--- config.mk ---
export PLATFORM = sky130hd
export DESIGN_NAME = elt_shade
export DESIGN_NICKNAME = d
export VERILOG_FILES = /design/src/hw/rtl/elt_pkg.sv /design/src/hw/rtl/elt_shade.sv
export SDC_FILE = /design/constraint.sdc
export NUM_CORES = 1
export LEC_CHECK = 0
export BUFFER_PORTS_ARGS = -buffer_cell sky130_fd_sc_hd__buf_2
export CAP_MARGIN = 30
export CELL_PAD_IN_SITES_DETAIL_PLACEMENT = 1
export CELL_PAD_IN_SITES_GLOBAL_PLACEMENT = 2
export CORE_MARGIN = 1.5
export CORE_UTILIZATION = 37
export DETAILED_ROUTE_END_ITERATION = 10
export HOLD_SLACK_MARGIN = 0.03
export MAX_ROUTING_LAYER = met4
export PLACE_DENSITY = 0.83
export SLEW_MARGIN = 25
export SYNTH_ARGS = -nofsm -noshare
export SYNTH_HDL_FRONTEND = slang
export SYNTH_SLANG_ARGS = --single-unit
--- constraint.sdc ---
create_clock -name clk -period 6.45 [get_ports clk]
set_input_delay 0.3225 -clock clk [delete_from_list [all_inputs] [get_ports clk]]
set_output_delay 0.3225 -clock clk [all_outputs]
set_load 0.01 [all_outputs]
--- src/hw/rtl/elt_pkg.sv ---
// ----------------------------------------------------------------------------
// elt_pkg
// Types, constants and small functions shared by the luma tint mask blocks.
// ----------------------------------------------------------------------------
package elt_pkg;

  // field and register widths
  localparam int CfgSizeW  = 13;
  localparam int CoordW    = 12;
  localparam int LumaW     = 8;
  localparam int StyleW    = 3;
  localparam int QualW     = 2;
  localparam int CfgIdxW   = 3;
  localparam int CfgDataW  = 13;

  // frame limits
  localparam int MaxWidth  = 4096;
  localparam int MaxHeight = 4096;

  // geometry
  localparam int PctW      = 6;
  localparam int ProdW     = 18;   // frame size times a percentage
  localparam int RadW      = 11;   // radius, vertical center
  localparam int SqW       = 21;   // squared radius and offset
  localparam int QuoW      = 17;   // normalized distance term, Q1.16
  localparam int DistW     = 18;   // sum of two terms
  localparam int GainW     = 11;   // |tint sum| * 35
  localparam int MinRx     = 8;
  localparam int MinRy     = 10;
  localparam int UnitDist  = 65536;

  // floor(x / 100) for x below 2^18: exact with m = ceil(2^25 / 100)
  localparam int Div100Mul   = 335545;
  localparam int Div100Shift = 25;
  // floor(x / 100) for x below 2^11: exact with m = ceil(2^18 / 100)
  localparam int Div100SMul  = 2622;
  localparam int MagW        = 5;

  // configuration register indexes
  localparam logic [CfgIdxW-1:0] CfgFrameWidth  = 3'd0;
  localparam logic [CfgIdxW-1:0] CfgFrameHeight = 3'd1;
  localparam logic [CfgIdxW-1:0] CfgEffectEn    = 3'd2;
  localparam logic [CfgIdxW-1:0] CfgTintStyle   = 3'd3;
  localparam logic [CfgIdxW-1:0] CfgQuality     = 3'd4;

  // quality codes
  localparam logic [QualW-1:0] QualLite     = 2'd0;
  localparam logic [QualW-1:0] QualBalanced = 2'd1;
  localparam logic [QualW-1:0] QualMax      = 2'd2;

  // tint style: |sum| * 35 and sign of the sum; unknown styles act neutral
  localparam logic [GainW-1:0] TintGain [8] = '{
    11'd0, 11'd1120, 11'd140, 11'd350, 11'd210, 11'd0, 11'd0, 11'd0
  };
  localparam logic TintNeg [8] = '{
    1'b0, 1'b0, 1'b1, 1'b0, 1'b0, 1'b0, 1'b0, 1'b0
  };

  typedef struct packed {
    logic [CfgSizeW-1:0] frame_width;
    logic [CfgSizeW-1:0] frame_height;
    logic                effect_enable;
    logic [StyleW-1:0]   tint_style;
    logic [QualW-1:0]    quality_level;
  } elt_cfg_t;

  typedef struct packed {
    logic [PctW-1:0] cy;
    logic [PctW-1:0] fx;
    logic [PctW-1:0] fy;
  } elt_pct_t;

  // sideband that rides along the distance pipeline
  typedef struct packed {
    logic [LumaW-1:0] luma;
    logic             qualify;
    logic             neg;
    logic [GainW-1:0] gain;
  } elt_side_t;

  typedef struct packed {
    elt_side_t       side;
    logic [SqW-1:0]  adx2;
    logic [SqW-1:0]  rx2;
    logic [SqW-1:0]  ady2;
    logic [SqW-1:0]  ry2;
  } elt_geo_t;

  typedef struct packed {
    elt_side_t       side;
    logic [QuoW-1:0] qx;
    logic [QuoW-1:0] qy;
  } elt_quo_t;

  typedef struct packed {
    logic [SqW-1:0] rem;
    logic           qbit;
  } elt_div_step_t;

  function automatic elt_pct_t quality_pct(input logic [QualW-1:0] q);
    elt_pct_t p;
    unique case (q)
      QualLite: begin
        p.cy = 6'd42; p.fx = 6'd18; p.fy = 6'd22;
      end
      QualMax: begin
        p.cy = 6'd40; p.fx = 6'd26; p.fy = 6'd32;
      end
      default: begin
        p.cy = 6'd42; p.fx = 6'd22; p.fy = 6'd28;
      end
    endcase
    return p;
  endfunction

  function automatic logic [RadW-1:0] div100(input logic [ProdW-1:0] x);
    logic [36:0] p;
    p = 37'(x) * 37'(Div100Mul);
    return p[Div100Shift+RadW-1:Div100Shift];
  endfunction

  // one restoring division step: shift in a bit, subtract when it fits
  function automatic elt_div_step_t div_step(input logic [SqW-1:0] rem,
                                             input logic [SqW-1:0] den,
                                             input logic           nbit);
    logic [SqW:0]  trial;
    elt_div_step_t s;
    trial = {rem, nbit};
    if (trial >= {1'b0, den}) begin
      s.rem  = SqW'(trial - {1'b0, den});
      s.qbit = 1'b1;
    end else begin
      s.rem  = trial[SqW-1:0];
      s.qbit = 1'b0;
    end
    return s;
  endfunction

endpackage

--- src/hw/rtl/elt_shade.sv ---
// ----------------------------------------------------------------------------
// elt_shade
// Three stages: inside test and falloff, tint scaling, divide by 100 and
// clamp into the output register.
// ----------------------------------------------------------------------------
module elt_shade (
  input  logic              clk,
  input  logic              rst_n,
  input  logic              in_valid,
  output logic              in_ready,
  input  elt_pkg::elt_quo_t in_quo,
  output logic              out_valid,
  input  logic              out_ready,
  output logic [elt_pkg::LumaW-1:0] out_luma,
  output logic              out_inside
);

  localparam int NStg = 3;
  localparam int FallW = elt_pkg::QuoW;
  localparam int ProdW = elt_pkg::GainW + FallW;
  localparam int MulW  = elt_pkg::GainW + 12;

  logic [NStg-1:0] v_r;
  logic [NStg-1:0] en;

  // stage 0
  logic [elt_pkg::LumaW-1:0] luma0_r, luma1_r;
  logic                      neg0_r, neg1_r;
  logic                      inside0_r, inside1_r;
  logic [elt_pkg::GainW-1:0] gain0_r;
  logic [FallW-1:0]          fall0_r;
  logic [elt_pkg::DistW-1:0] d2;
  logic                      inside_nxt;

  // stage 1
  logic [ProdW-1:0]          prod;
  logic [elt_pkg::GainW-1:0] t1_r;

  // stage 2
  logic [MulW-1:0]           mul;
  logic [elt_pkg::MagW-1:0]  mag;
  logic [elt_pkg::LumaW:0]   up;
  logic [elt_pkg::LumaW-1:0] luma_nxt;
  logic [elt_pkg::LumaW-1:0] luma2_r;
  logic                      inside2_r;

  always_comb begin
    en[NStg-1] = !v_r[NStg-1] || out_ready;
    for (int k = NStg - 2; k >= 0; k--) begin
      en[k] = !v_r[k] || en[k+1];
    end
  end

  assign in_ready   = en[0];
  assign out_valid  = v_r[NStg-1];
  assign out_luma   = luma2_r;
  assign out_inside = inside2_r;

  always_ff @(posedge clk) begin
    if (!rst_n) begin
      v_r <= '0;
    end else begin
      for (int k = 0; k < NStg; k++) begin
        if (en[k]) begin
          v_r[k] <= (k == 0) ? in_valid : v_r[k-1];
        end
      end
    end
  end

  always_comb begin
    d2 = elt_pkg::DistW'(in_quo.qx) + elt_pkg::DistW'(in_quo.qy);
    inside_nxt = in_quo.side.qualify && (d2 <= elt_pkg::DistW'(elt_pkg::UnitDist));
  end

  always_ff @(posedge clk) begin
    if (en[0]) begin
      luma0_r   <= in_quo.side.luma;
      neg0_r    <= in_quo.side.neg;
      gain0_r   <= in_quo.side.gain;
      inside0_r <= inside_nxt;
      // zero falloff outside leaves the sample untouched
      fall0_r   <= inside_nxt ? FallW'(elt_pkg::DistW'(elt_pkg::UnitDist) - d2) : '0;
    end
  end

  // stage 1: |S| * 35 * falloff, drop the 16 fraction bits
  assign prod = ProdW'(gain0_r) * ProdW'(fall0_r);

  always_ff @(posedge clk) begin
    if (en[1]) begin
      luma1_r   <= luma0_r;
      neg1_r    <= neg0_r;
      inside1_r <= inside0_r;
      t1_r      <= prod[16+elt_pkg::GainW-1:16];
    end
  end

  // stage 2: divide by 100, apply and clamp
  always_comb begin
    mul = MulW'(t1_r) * MulW'(elt_pkg::Div100SMul);
    mag = mul[18+elt_pkg::MagW-1:18];
    up  = {1'b0, luma1_r} + (elt_pkg::LumaW+1)'(mag);
    if (neg1_r) begin
      luma_nxt = (luma1_r >= elt_pkg::LumaW'(mag)) ? (luma1_r - elt_pkg::LumaW'(mag)) : '0;
    end else begin
      luma_nxt = up[elt_pkg::LumaW] ? '1 : up[elt_pkg::LumaW-1:0];
    end
  end

  always_ff @(posedge clk) begin
    if (en[2]) begin
      luma2_r   <= luma_nxt;
      inside2_r <= inside1_r;
    end
  end

endmodule

### Yosys cells after proc, flatten, opt, wreduce, memory -nomap -nowiden

Cells that the tools add are included.

| word-level totals | value |
|---|---|
| register bits after elaboration | 71 |
| input port bits | 59 |
| output and inout bits | 11 |
| word-level logic and storage cells | 32 |

| operators by class | value |
|---|---|
| add/subtract/negate cells | 4 |
| $mul | 2 |
| magnitude comparators | 2 |
| muxes and demuxes | 3 |
| reductions and logical operators | 7 |

Operator list:

| cell | number |
|---|---|
| $mul A11 B17 Y27 | 1 |
| $mux W8 | 3 |
| $mul A11 B11 Y22 const B | 1 |
| $add A17 B17 Y18 | 1 |
| $le A18 B17 Y1 const B | 1 |
| $sub A17 B17 Y17 const A | 1 |
| $add A8 B5 Y9 | 1 |
| $ge A8 B5 Y1 | 1 |
| $sub A8 B5 Y8 | 1 |
| $logic_not A1 Y1 | 3 |
| $logic_or A1 B1 Y1 | 3 |
| $logic_and A1 B1 Y1 | 1 |

### Longest topological paths before layout

Gate-level depths: netlist of the first run.

| depth | value |
|---|---|
| word-level depth | 4 |
| depth in mapped cells | 31 |
| mapped depth without buffers | 31 |

### Least setup slack after synthesis of the first run

No wires, ideal clock.

| timing | value |
|---|---|
| path type | register -> register |
| start point | register t1_r[8] (netlist bit) |
| end point | register luma2_r, in the netlist out_luma[4], data pin |
| setup time | 0.258 ns |
| arrival | 6.175 ns |
| data required time | 6.192 ns |
| slack | 0.017 ns |
| cell stages (with the launch flop) | 26 |
| path buffers | 0 |
| clock period less this slack | 6.433 ns |
| path through | edfxtp_1 -> fa_1 -> ha_1 -> inv_1 -> fa_1 -> inv_1 -> fa_1 -> inv_1 -> fa_1 -> inv_1 -> ha_1 -> or4_1 -> a211oi_1 -> a21oi_1 -> o21ai_0 -> nand2b_1 -> a21oi_1 -> xor2_1 -> fa_1 -> a21oi_1 -> o21bai_1 -> a21oi_1 -> nand3_1 -> a311o_1 -> o21ai_0 -> nand2_1 |

| between the ends | value |
|---|---|
| cells in the longest elaborated chain, start to end | 4 |
| elaborated cells between the ends (all ways) | 7 |
| those cells by class | 2 x add/sub; 1 x mul; 1 x order compare; 3 x mux |

Ends and longest elaborated chain:

| what | line | text |
|---|---|---|
| from (decl) | elt_shade.sv:37 | `logic [elt_pkg::GainW-1:0] t1_r;` |
| from (signal assigned) | elt_shade.sv:95 | `t1_r <= prod[16+elt_pkg::GainW-1:16];` |
| $mul A11 B11 Y22 (*) | elt_shade.sv:101 | `mul = MulW'(t1_r) * MulW'(elt_pkg::Div100SMul);` |
| $add A8 B5 Y9, or another cell as far along | elt_shade.sv:103 | `up = {1'b0, luma1_r} + (elt_pkg::LumaW+1)'(mag);` |
| $mux W8 (on tied branches) | elt_shade.sv:107, elt_shade.sv:105 |  |
| $mux W8 (*) | elt_shade.sv:104 | `if (neg1_r) begin` |
| named net luma_nxt, one bit | elt_shade.sv:43 | `logic [elt_pkg::LumaW-1:0] luma_nxt;` |
| to (signal assigned) | elt_shade.sv:113 | `luma2_r <= luma_nxt;` |
| to (decl) | elt_shade.sv:44 | `logic [elt_pkg::LumaW-1:0] luma2_r;` |

The timed path passes the listed nets; every way through them passes the cells marked *.
A chain may end at the register's enable or synchronous reset.

### Worst setup path in the final report of the first run

| timing | value |
|---|---|
| start point | register t1_r[8] (netlist bit) |
| end point | register luma2_r, in the netlist out_luma[3], data pin |

The elaborated chain is that of the path after synthesis.

==> flow_metrics.py, run 1 <==
metrics = {
    "power_and_ir_drop": {
        "irDropWorstVdd_mv": 0.1727,
        "power_density_nw_per_um2": 246.8,
        "p_leak_nw": 6.902,
    },
    "sta": {
        "drv_slew": 0,
        "hold_viol_final": 0,
        "fmax_ghz": 0.1524,
        "slew_headroom_pct": 60.30,
        "min_period_ns": 6.560,
        "fin_crit_sh_pct": 101.7,
        "rsz0062_at_grt": "true",
        "setup_viol_count_final": 5,
        "tightest_slew_ns": 0.5956,
        "finalSetupTns_ns": -0.2357,
        "setup_ws_ns": -0.1097,
        "skew_ns": 0.01530,
    },
    "layout": {
        "filler_cell_count": 3507,
        "layout-drive-gt1-share_pct": 17.89,
        "final_cell_mix": "inv_1, fa_1, ha_1",
        "nNetsFinal": 1719,
        "final_cells": 1723,
        "synthToLayoutAreaGrowth_pct": 16.68,
        "final_common_cell": "inv_1",
    },
    "status": {
        "violations": "setup timing",
        "status": "complete, but fails checks",
    },
    "synthesis": {
        "synthAdderAreaFrac_pct": 47.53,
        "synth_area_leaders": "fa_1, ha_1, edfxtp_1",
        "synth_top_area_share_pct": 29.52,
        "syn-cell-area_sq_um": 11670,
        "synth_top_family_by_area": "adder cells",
        "dominantRegCellSynth": "edfxtp_1",
        "syn_avg_cell_area_sq_um": 9.698,
        "yosysUniqueCellTypes": 69,
        "yosys.area_share.simple_pct": 13.65,
        "synth_edf_count": 68,
        "synth_area_leader_cell": "fa_1",
        "synth_nets": 1602,
        "yosys_register_bits": 71,
        "synth_compound_area_share_pct": 8.623,
        "yosysWarningCount": 0,
        "synthCells": 1203,
        "synth-xor-area-share_pct": 3.003,
        "yosysSeqAreaShare_pct": 18.02,
        "synth-async-reset-ratio_pct": 0,
        "synthMuxAreaShare_pct": 0,
    },
    "floorplanning": {
        "ios": 70,
        "row_count": 64,
        "start_util_pct": 37.84,
        "die_y_um": 180.6,
        "core_area_sq_um": 30830,
        "die_area_sq_um": 32600,
        "fp.dieW_um": 180.6,
    },
    "route": {
        "drt-pass1-iter-count": 4,
        "drtIter0Drc": 250,
        "via_count": 8646,
        "drt_wl_total_mm": 28.67,
        "post_drt_wl_per_cell_um": 16.64,
        "final_antenna_net_count": 0,
        "drc": 0,
        "via_per_inst": 5.018,
    },
    "clock_network": {
        "ctsHoldBuffers": 0,
        "cts_max_level": 3,
        "clockBufferDepth": 2,
        "clk_latency_ns": 0.36,
        "cts_tree": "built",
        "path_clk_slew_ns": 0.07,
        "cts-buffers-inserted": 9,
        "cts_sinks": 71,
        "clock-root-buffer": "clkbuf_16",
    },
    "setup_path": {
        "worstSetupStartpoint": "t1_r[8]",
        "timing.critical_path.mode_cell": "inv_2",
        "r2r_cells": 29,
        "critPathMaxFanout": 6,
        "crit_slowest_cell": "fa_1",
        "cp.required_ns": 6.56,
        "worstReg2RegStart": "t1_r[8]",
        "cp.arrival_ns": 6.67,
        "path_class": "reg -> reg",
        "start_kind": "flop",
        "crit_end": "out_luma[3]",
        "rrSetupSlack_ns": -0.11,
        "critPathMaxStageDelay_ns": 0.54,
        "reg2reg_to": "out_luma[3]",
        "end_kind": "flop",
    },
    "global_route": {
        "grt_util_all_layers_pct": 18.63,
        "antenna_found_initial": 2,
        "grt_overflow": 0,
        "grt_pass1_wl_mm": 47.45,
        "grt_pass1_vias": 9700,
        "grt_max_degree": 28,
    },
    "place": {
        "place.gp.congestion": 0.8534,
        "dp_hpwl_mm": 23.80,
        "dpl.cell_count": 1688,
        "io_buffers": 69,
        "dpl_worst_slack_ns": -0.2880,
    },
    "flow_run": {
        "cap_violations": 0,
    },
    "hold_path": {
        "min_path_type": "in -> reg",
        "holdPathStages": 1,
    },
}
==> synth_stat cells (all sizes together), types with 9 or more instances <==
cell type  instances
inv              241
and2              67
a21o              16
o21ai             29
o21a               9
a21oi             37
xor2              16
clkbuf            36
xnor2             24
nor3              14
fa               172
nand2            142
nor2              43
o21bai            11
edfxtp            68
ha               168
==> per-layer routing <==
layer	GRT usage, %	routed length (um)	vias up	share of wire, %
met4	5.244	494	0	1.7
met3	1.778	704	36	2.5
met5	-	0	-	0
met2	32.93	14510	128	51
met1	22.65	12960	4394	45
li1	-	-	4088	-
==> sequential cells by signal, indices dropped and copies added, names as in the netlist <==
name and cells:
fall0_r 17, gain0_r 11, inside0_r 1, inside1_r 1, luma0_r 8, luma1_r 8, neg0_r 1, neg1_r 1
out_inside 1, out_luma 8, t1_r 11, v_r 3
==> critical path, delay by kind of cell (launching register included) <==
kind | cells | cell delay (ns)
buffers and inverters | 7 | 0.53
AO/OA/AOI/OAI | 8 | 1.30
flip-flops | 1 | 0.49
AND/OR/NAND/NOR | 5 | 0.91
XOR/XNOR | 1 | 0.18
adder cells (fa/ha/maj) | 8 | 2.90
==> through the flow <==
| step | hold slack [ns] | util, % | cell area, sq um | power (W) |
|---|---|---|---|---|
| CTS | 0.1187 | 42.94 | 13240 | 0.003366 |
| detailed placement | 0.4056 | 41.56 | 12810 | 0.002739 |
| global route | 0.1302 | 44.15 | 13610 | 0.003773 |
| finish | 0.1316 | 44.15 | 13610 | 0.003360 |
| floorplan | 0.4003 | - | 11670 | 0.002110 |
| global placement | 0.4015 | 41.50 | 12790 | 0.002627 |
==> worst min path at each step <==
stage	startpoint	endpoint	slack, ns
floorplan	inside0_r	inside1_r	0.40
global placement	luma0_r[5]	luma1_r[5]	0.40
detailed placement	luma0_r[6]	luma1_r[6]	0.41
CTS	in_quo[48]	luma0_r[1]	0.12
global route	in_quo[48]	luma0_r[1]	0.13
finish	in_quo[48]	luma0_r[1]	0.13
==> where the power goes <==
part           total (W)  leakage, nW  switching, W  internal [W]
sequential      0.000626        0.787     0.0000585      0.000567
combinational    0.00216         5.95       0.00119      0.000968
clock           0.000576        0.166      0.000227      0.000349
==> repair_timing <==
action	CTS	global route
pin swaps	13	48
gates resized for setup	15	64
setup endpoints to repair	8	8
buffers inserted	5	13
==> cell type report <==
type                            instances  area, sq um  area share [%]
Antenna cell                            2        5.005         0.03677
Timing Repair Buffer                  146        962.2           7.069
Inverter                              242        908.4           6.673
Multi-Input combinational cell        850         8802           64.67
Tap cell                              396        495.5           3.640
Sequential cell                        71         2102           15.44
Clock buffer                            9        225.2           1.655
Clock inverter                          7        111.4          0.8181
==> logic make-up (layout without fill, tap and decap cells) <==
| kind of cell | count (synthesis) | count (layout) |
|---|---|---|
| fa+ha+maj | 340 | 340 |
| simple gates | 322 | 322 |
| xor+xnor | 40 | 40 |
| compound gates | 148 | 148 |
| buf+inv | 282 | 404 |
| other cells | 0 | 2 |
| flops | 71 | 71 |
(Power assumes the default switching activity.)
==> inputs of run 2 (changes only) <==
Settings changed: SETUP_SLACK_MARGIN set to 0.05.
==> run 2 against run 1 <==
Compared with the run above:
- the run now ends clean
- wire length down 1.3%
- non-clock buffer count down 6
- clock power about the same
- maximum frequency up 2.5%
- largest cell class unchanged
- largest power group unchanged
==> flow_metrics.py, run 2 (same netlist as run 1, synthesis figures left out) <==
metrics = {
    "floorplanning": {
        "die_y_um": 180.6,
        "fp.dieW_um": 180.6,
        "ios": 70,
        "die_area_sq_um": 32600,
        "start_util_pct": 37.84,
        "core_area_sq_um": 30830,
        "row_count": 64,
    },
    "place": {
        "dp_hpwl_mm": 23.66,
        "place.gp.congestion": 0.8504,
        "dpl_worst_slack_ns": -0.3624,
        "io_buffers": 69,
    },
    "sta": {
        "rsz0062_at_grt": "true",
        "hold-worst-slack_ns": 0.1484,
        "fmax_ghz": 0.1563,
        "fin_crit_sh_pct": 99.22,
        "drv_slew": 0,
        "min_period_ns": 6.400,
        "slew_headroom_pct": 53.29,
        "finalSetupTns_ns": 0,
        "setup_viol_count_final": 0,
        "skew_ns": 0.008193,
        "tightest_slew_ns": 0.7007,
        "hold_viol_final": 0,
        "setup_ws_ns": 0.05026,
    },
    "global_route": {
        "grt-busiest-layer": "met2",
        "grt_max_degree": 27,
        "use_met3_pct": 1.637,
        "antenna_found_initial": 2,
        "grt_pass1_vias": 9625,
        "grt_pass1_wl_mm": 48.08,
        "global_route.usage.met2_pct": 32.08,
        "grt_util_all_layers_pct": 18.80,
        "grt_overflow": 0,
        "grt_use_met1_pct": 24.29,
    },
    "setup_path": {
        "end_kind": "flop",
        "worstReg2RegStart": "t1_r[9]",
        "start_kind": "flop",
        "critPathMaxStageDelay_ns": 0.54,
        "path_delay_family": "adder cells",
        "critPathMaxFanout": 6,
        "cp.required_ns": 6.55,
        "cp_num_buf_inv": 6,
        "reg2reg_to": "out_luma[3]",
        "timing.critical_path.mode_cell": "fa_1",
        "r2r_cells": 28,
        "cp.arrival_ns": 6.50,
        "rrSetupSlack_ns": 0.05,
        "path_class": "reg -> reg",
        "crit_slowest_cell": "or4_4",
    },
    "route": {
        "drc": 0,
        "final_antenna_net_count": 0,
        "post_drt_wl_per_cell_um": 16.48,
        "drtIter0Drc": 253,
        "drt-pass1-iter-count": 6,
        "via_per_inst": 4.964,
        "via_count": 8524,
        "drt_wl_total_mm": 28.29,
    },
    "clock_network": {
        "clk_latency_ns": 0.35,
        "cts_sinks": 71,
        "cts_tree": "built",
        "clock-root-buffer": "clkbuf_16",
        "ctsHoldBuffers": 0,
        "path_clk_slew_ns": 0.07,
        "clockBufferDepth": 2,
        "cts_max_level": 3,
        "cts-buffers-inserted": 9,
    },
    "layout": {
        "final_common_cell": "inv_1",
        "top_register": "fall0_r",
        "synthToLayoutAreaGrowth_pct": 15.07,
        "final_cell_mix": "inv_1, fa_1, ha_1",
        "nNetsFinal": 1713,
        "largest_register_ffs": 17,
        "reg.largest.list": "fall0_r: 17 flops, gain0_r: 11 flops, t1_r: 11 flops",
        "layout-drive-gt1-share_pct": 16.45,
        "filler_cell_count": 3488,
    },
    "power_and_ir_drop": {
        "swShare_pct": 44.16,
        "p_leak_nw": 6.851,
        "power_density_nw_per_um2": 248.4,
        "seqPwrFrac_pct": 18.7,
        "p_sw_w": 0.001472,
        "p_int_w": 0.001862,
        "combinationalPowerShare_pct": 64.1,
        "irDropWorstVdd_mv": 0.1805,
        "power.share.clock_pct": 17.2,
    },
    "flow_run": {
        "cap_violations": 0,
    },
    "hold_path": {
        "min_path_type": "in -> reg",
        "min_to": "luma0_r[7]",
        "holdPathStages": 1,
        "min_from": "in_quo[54]",
    },
    "status": {
        "status": "finished clean",
    },
}
run 2: cell type report:
type | instances | area, sq um | share of cell area [%]
clock buffer | 9 | 225.2 | 1.678
timing repair buffer | 140 | 913.4 | 6.804
inverter | 242 | 908.4 | 6.767
multi-input combinational | 850 | 8666 | 64.55
tap | 396 | 495.5 | 3.691
clock inverter | 7 | 108.9 | 0.8109
sequential | 71 | 2102 | 15.66
antenna | 2 | 5.005 | 0.03728
run 2: per-layer routing:
layer  share of wire, %  up-vias
met5                  0        -
met3                2.7       37
met4                2.0        0
li1                   -     4074
met2                 49      126
met1                 46     4287
run 2: how the worst max path moves through the flow:
stage | startpoint | end | slack, ns | cells past startpoint
after floorplan | t1_r[8] | out_luma[7] | 0.05 | 25
after global placement | t1_r[8] | out_luma[7] | -0.19 | 25
after detailed placement | t1_r[8] | out_luma[7] | -0.36 | 25
after CTS | t1_r[9] | out_luma[5] | 0.09 | 27
after global routing | t1_r[7] | out_luma[7] | -0.31 | 29
final | t1_r[9] | out_luma[3] | 0.05 | 28
run 2: power by group through the flow:
stage               Combinational [W]  Sequential, W  Clock (W)
finish                        0.00214       0.000624   0.000574
global route                  0.00255       0.000632   0.000606
CTS                           0.00216       0.000624   0.000588
detailed placement            0.00210       0.000634          0
global placement              0.00200       0.000631          0
floorplan                     0.00149       0.000618          0
run 2: stage by stage:
step	instances	utilization, %	total power, W	cell area, sq um
after floorplan	1203	-	0.002111	11670
after global placement	1686	41.49	0.002628	12790
after detailed placement	1687	41.55	0.002732	12810
after CTS	1710	43.14	0.003369	13300
after global routing	1717	43.54	0.003792	13420
final	1717	43.54	0.003334	13420
run 2: timing repair:
action / in CTS / in global routing
pin swaps: 18 / 20
gates resized for setup: 27 / 29
buffers inserted: 7 / 4
endpoints found under the setup margin: 8 / 8
==> inputs of run 3 (changes only) <==
Settings changed: ABC_AREA set to 1, CORE_UTILIZATION 37 to 35.
==> run 3 against run 2 <==
Compared with the run above:
- the run now ends with DRC left
- die area grew 16%
- synthesized cell count rose by 34%
- global-route usage increased by 0.28 points
- utilization decreased by 4.3 points
- largest cell class unchanged
- worst hold slack worse by 0.011 ns
==> flow_metrics.py, run 3 <==
metrics = {
    "status": {
        "status": "complete, but fails checks",
        "violations": "DRC",
    },
    "global_route": {
        "antenna_found_initial": 1,
        "grt_util_all_layers_pct": 19.08,
        "grt_overflow": 0,
        "grt_max_degree": 41,
        "grt_pass1_wl_mm": 56.28,
        "grt_pass1_vias": 11460,
    },
    "floorplanning": {
        "start_util_pct": 35.75,
        "die_y_um": 194.1,
        "die_area_sq_um": 37670,
        "ios": 70,
        "row_count": 69,
        "core_area_sq_um": 35740,
        "fp.dieW_um": 194.1,
    },
    "layout": {
        "fin_util_pct": 39.29,
        "n_antenna_cell": 0,
        "reg.largest.list": "fall0_r: 17 flops, gain0_r: 11 flops, t1_r: 11 flops",
        "final_cell_area_sq_um": 14040,
        "final_cells": 2137,
        "synthToLayoutAreaGrowth_pct": 9.899,
        "final_common_cell": "nand2_1",
        "layout-drive-gt1-share_pct": 9.547,
        "nNetsFinal": 2070,
        "largest_register_ffs": 17,
        "top_register": "fall0_r",
        "final_cell_mix": "nand2_1, inv_1, fa_1",
    },
    "place": {
        "io_buffers": 69,
        "dp_hpwl_mm": 28.45,
        "dpl.cell_count": 2106,
        "place.gp.congestion": 0.8214,
        "dpl_worst_slack_ns": 0.1343,
        "place_area_sq_um": 13560,
    },
    "sta": {
        "drv_slew": 0,
        "min_period_ns": 6.144,
        "slew_headroom_pct": 45.08,
        "setup_ws_ns": 0.3064,
        "fmax_ghz": 0.1628,
        "fin_crit_sh_pct": 95.25,
        "skew_ns": 0.008268,
        "setup_viol_count_final": 0,
        "hold_viol_final": 0,
        "tightest_slew_ns": 0.8238,
    },
    "synthesis": {
        "synth_nets": 2013,
        "synth_edf_count": 68,
        "syn_avg_cell_area_sq_um": 7.917,
        "synthCells": 1614,
        "yosysMostFrequentCell": "nand2_1",
        "yosys-top-cells-count": "nand2_1, inv_1, fa_1",
        "synth_top_area_share_pct": 26.95,
        "yosys_register_bits": 71,
        "syn-cell-area_sq_um": 12780,
        "yosysUniqueCellTypes": 41,
        "synth-async-reset-ratio_pct": 0,
        "synth_area_leaders": "fa_1, ha_1, edfxtp_1",
        "synth_area_leader_cell": "fa_1",
        "yosysSeqAreaShare_pct": 16.45,
        "yosysWarningCount": 0,
        "dominantRegCellSynth": "edfxtp_1",
    },
    "setup_path": {
        "critPathMaxStageDelay_ns": 0.52,
        "cp.required_ns": 6.56,
        "crit_slowest_cell": "fa_1",
        "cp.arrival_ns": 6.25,
        "critPathMaxFanout": 5,
        "timing.critical_path.mode_cell": "inv_1",
        "end_kind": "flop",
        "start_kind": "flop",
        "path_class": "reg -> reg",
    },
    "power_and_ir_drop": {
        "irDropWorstVdd_mv": 0.2387,
        "power_density_nw_per_um2": 294.0,
        "p_leak_nw": 7.851,
    },
    "route": {
        "drt_wl_total_mm": 32.97,
        "drt-pass1-iter-count": 7,
        "final_antenna_net_count": 0,
        "drc": 1,
        "post_drt_wl_per_cell_um": 15.43,
        "via_count": 10340,
        "via_per_inst": 4.837,
        "drtIter0Drc": 322,
    },
    "clock_network": {
        "cts_sinks": 71,
        "cts_max_level": 3,
        "clockBufferDepth": 2,
        "clk_latency_ns": 0.36,
        "path_clk_slew_ns": 0.07,
        "clock-root-buffer": "clkbuf_16",
        "cts_tree": "built",
        "cts-buffers-inserted": 9,
    },
    "flow_run": {
        "cap_violations": 0,
    },
    "hold_path": {
        "min_path_type": "in -> reg",
    },
}
[run 3: changes by cell type after synthesis, sizes merged, moves of 10 or more]
| cell | delta |
|---|---|
| nor2 | +51 |
| a21oi | +28 |
| o21bai | -10 |
| o21ai | +11 |
| a21o | -15 |
| and2 | -64 |
| nand4 | +17 |
| xnor2 | -16 |
| inv | +143 |
| nand3 | +48 |
| nand2 | +289 |
[run 3: report_power, final]
part / internal [W] / switching [W] / total, W
Combinational: 0.00114 / 0.00181 / 0.00296
Sequential: 0.000573 / 0.0000989 / 0.000672
Clock: 0.000268 / 0.000233 / 0.000501
[run 3: path summary, 6_finish.rpt]
path	startpoint	endpoint	slack [ns]	cells past startpoint
worst max-delay path	t1_r[7]	out_luma[1]	0.31	30
worst min-delay path	in_quo[54]	luma0_r[7]	0.14	1
worst max register to register	t1_r[7]	out_luma[1]	0.31	30
worst min register to register	inside1_r	out_inside	0.42	0
[run 3: cell type report]
class	instances	area, sq um
Clock inverter	7	61.31
Fill cell	4434	21700
Tap cell	461	576.8
Clock buffer	9	225.2
Multi-Input combinational cell	1116	9136
Inverter	386	1454
Timing Repair Buffer	87	488.0
Sequential cell	71	2102
[run 3: critical path, delay by kind of cell, from the launching register on]
family	cells	cell delay, ns
buffers and inverters	8	0.60
xor gates and xnor gates	1	0.24
AOI/OAI and AO/OA	5	0.78
DFF	1	0.47
adders and majority gates	8	3.11
and+or+nand+nor	8	0.68
[run 3: cell families (layout without fill, tap and decap cells)]
logic type / count (synthesis) / in the layout / synth area share, %
compound gates: 122 / 122 / 5.121
xor+xnor: 29 / 29 / 1.988
fa+ha+maj: 340 / 340 / 43.40
buf+inv: 427 / 489 / 12.60
flops: 71 / 71 / 16.45
simple gates: 625 / 625 / 20.44
[run 3: timing repair]
| action | in CTS | in global routing |
|---|---|---|
| buffers inserted | 0 | 14 |
| resized for setup | 0 | 22 |
| setup endpoints to repair | 0 | 8 |
| hold buffers | 0 | 0 |
[run 3: through the flow]
| step | total power (W) | hold slack, ns | setup TNS, ns |
|---|---|---|---|
| 2_1_floorplan | 0.002780 | 0.4003 | 0 |
| 6_report | 0.004129 | 0.1373 | 0 |
| 5_1_grt | 0.004730 | 0.1192 | -0.08525 |
| 3_5_place_dp | 0.003570 | 0.4066 | 0 |
| 3_3_place_gp | 0.003443 | 0.4100 | 0 |
| 4_1_cts | 0.004115 | 0.1184 | 0 |
[run 3: metal layers]
| metal | track usage (%) | up-vias | wire [um] |
|---|---|---|---|
| met1 | 23.99 | 5148 | 15590 |
| met3 | 2.244 | 34 | 707 |
| li1 | - | 5038 | - |
| met5 | - | - | 0 |
| met2 | 33.15 | 117 | 16230 |
| met4 | 3.646 | 0 | 448 |
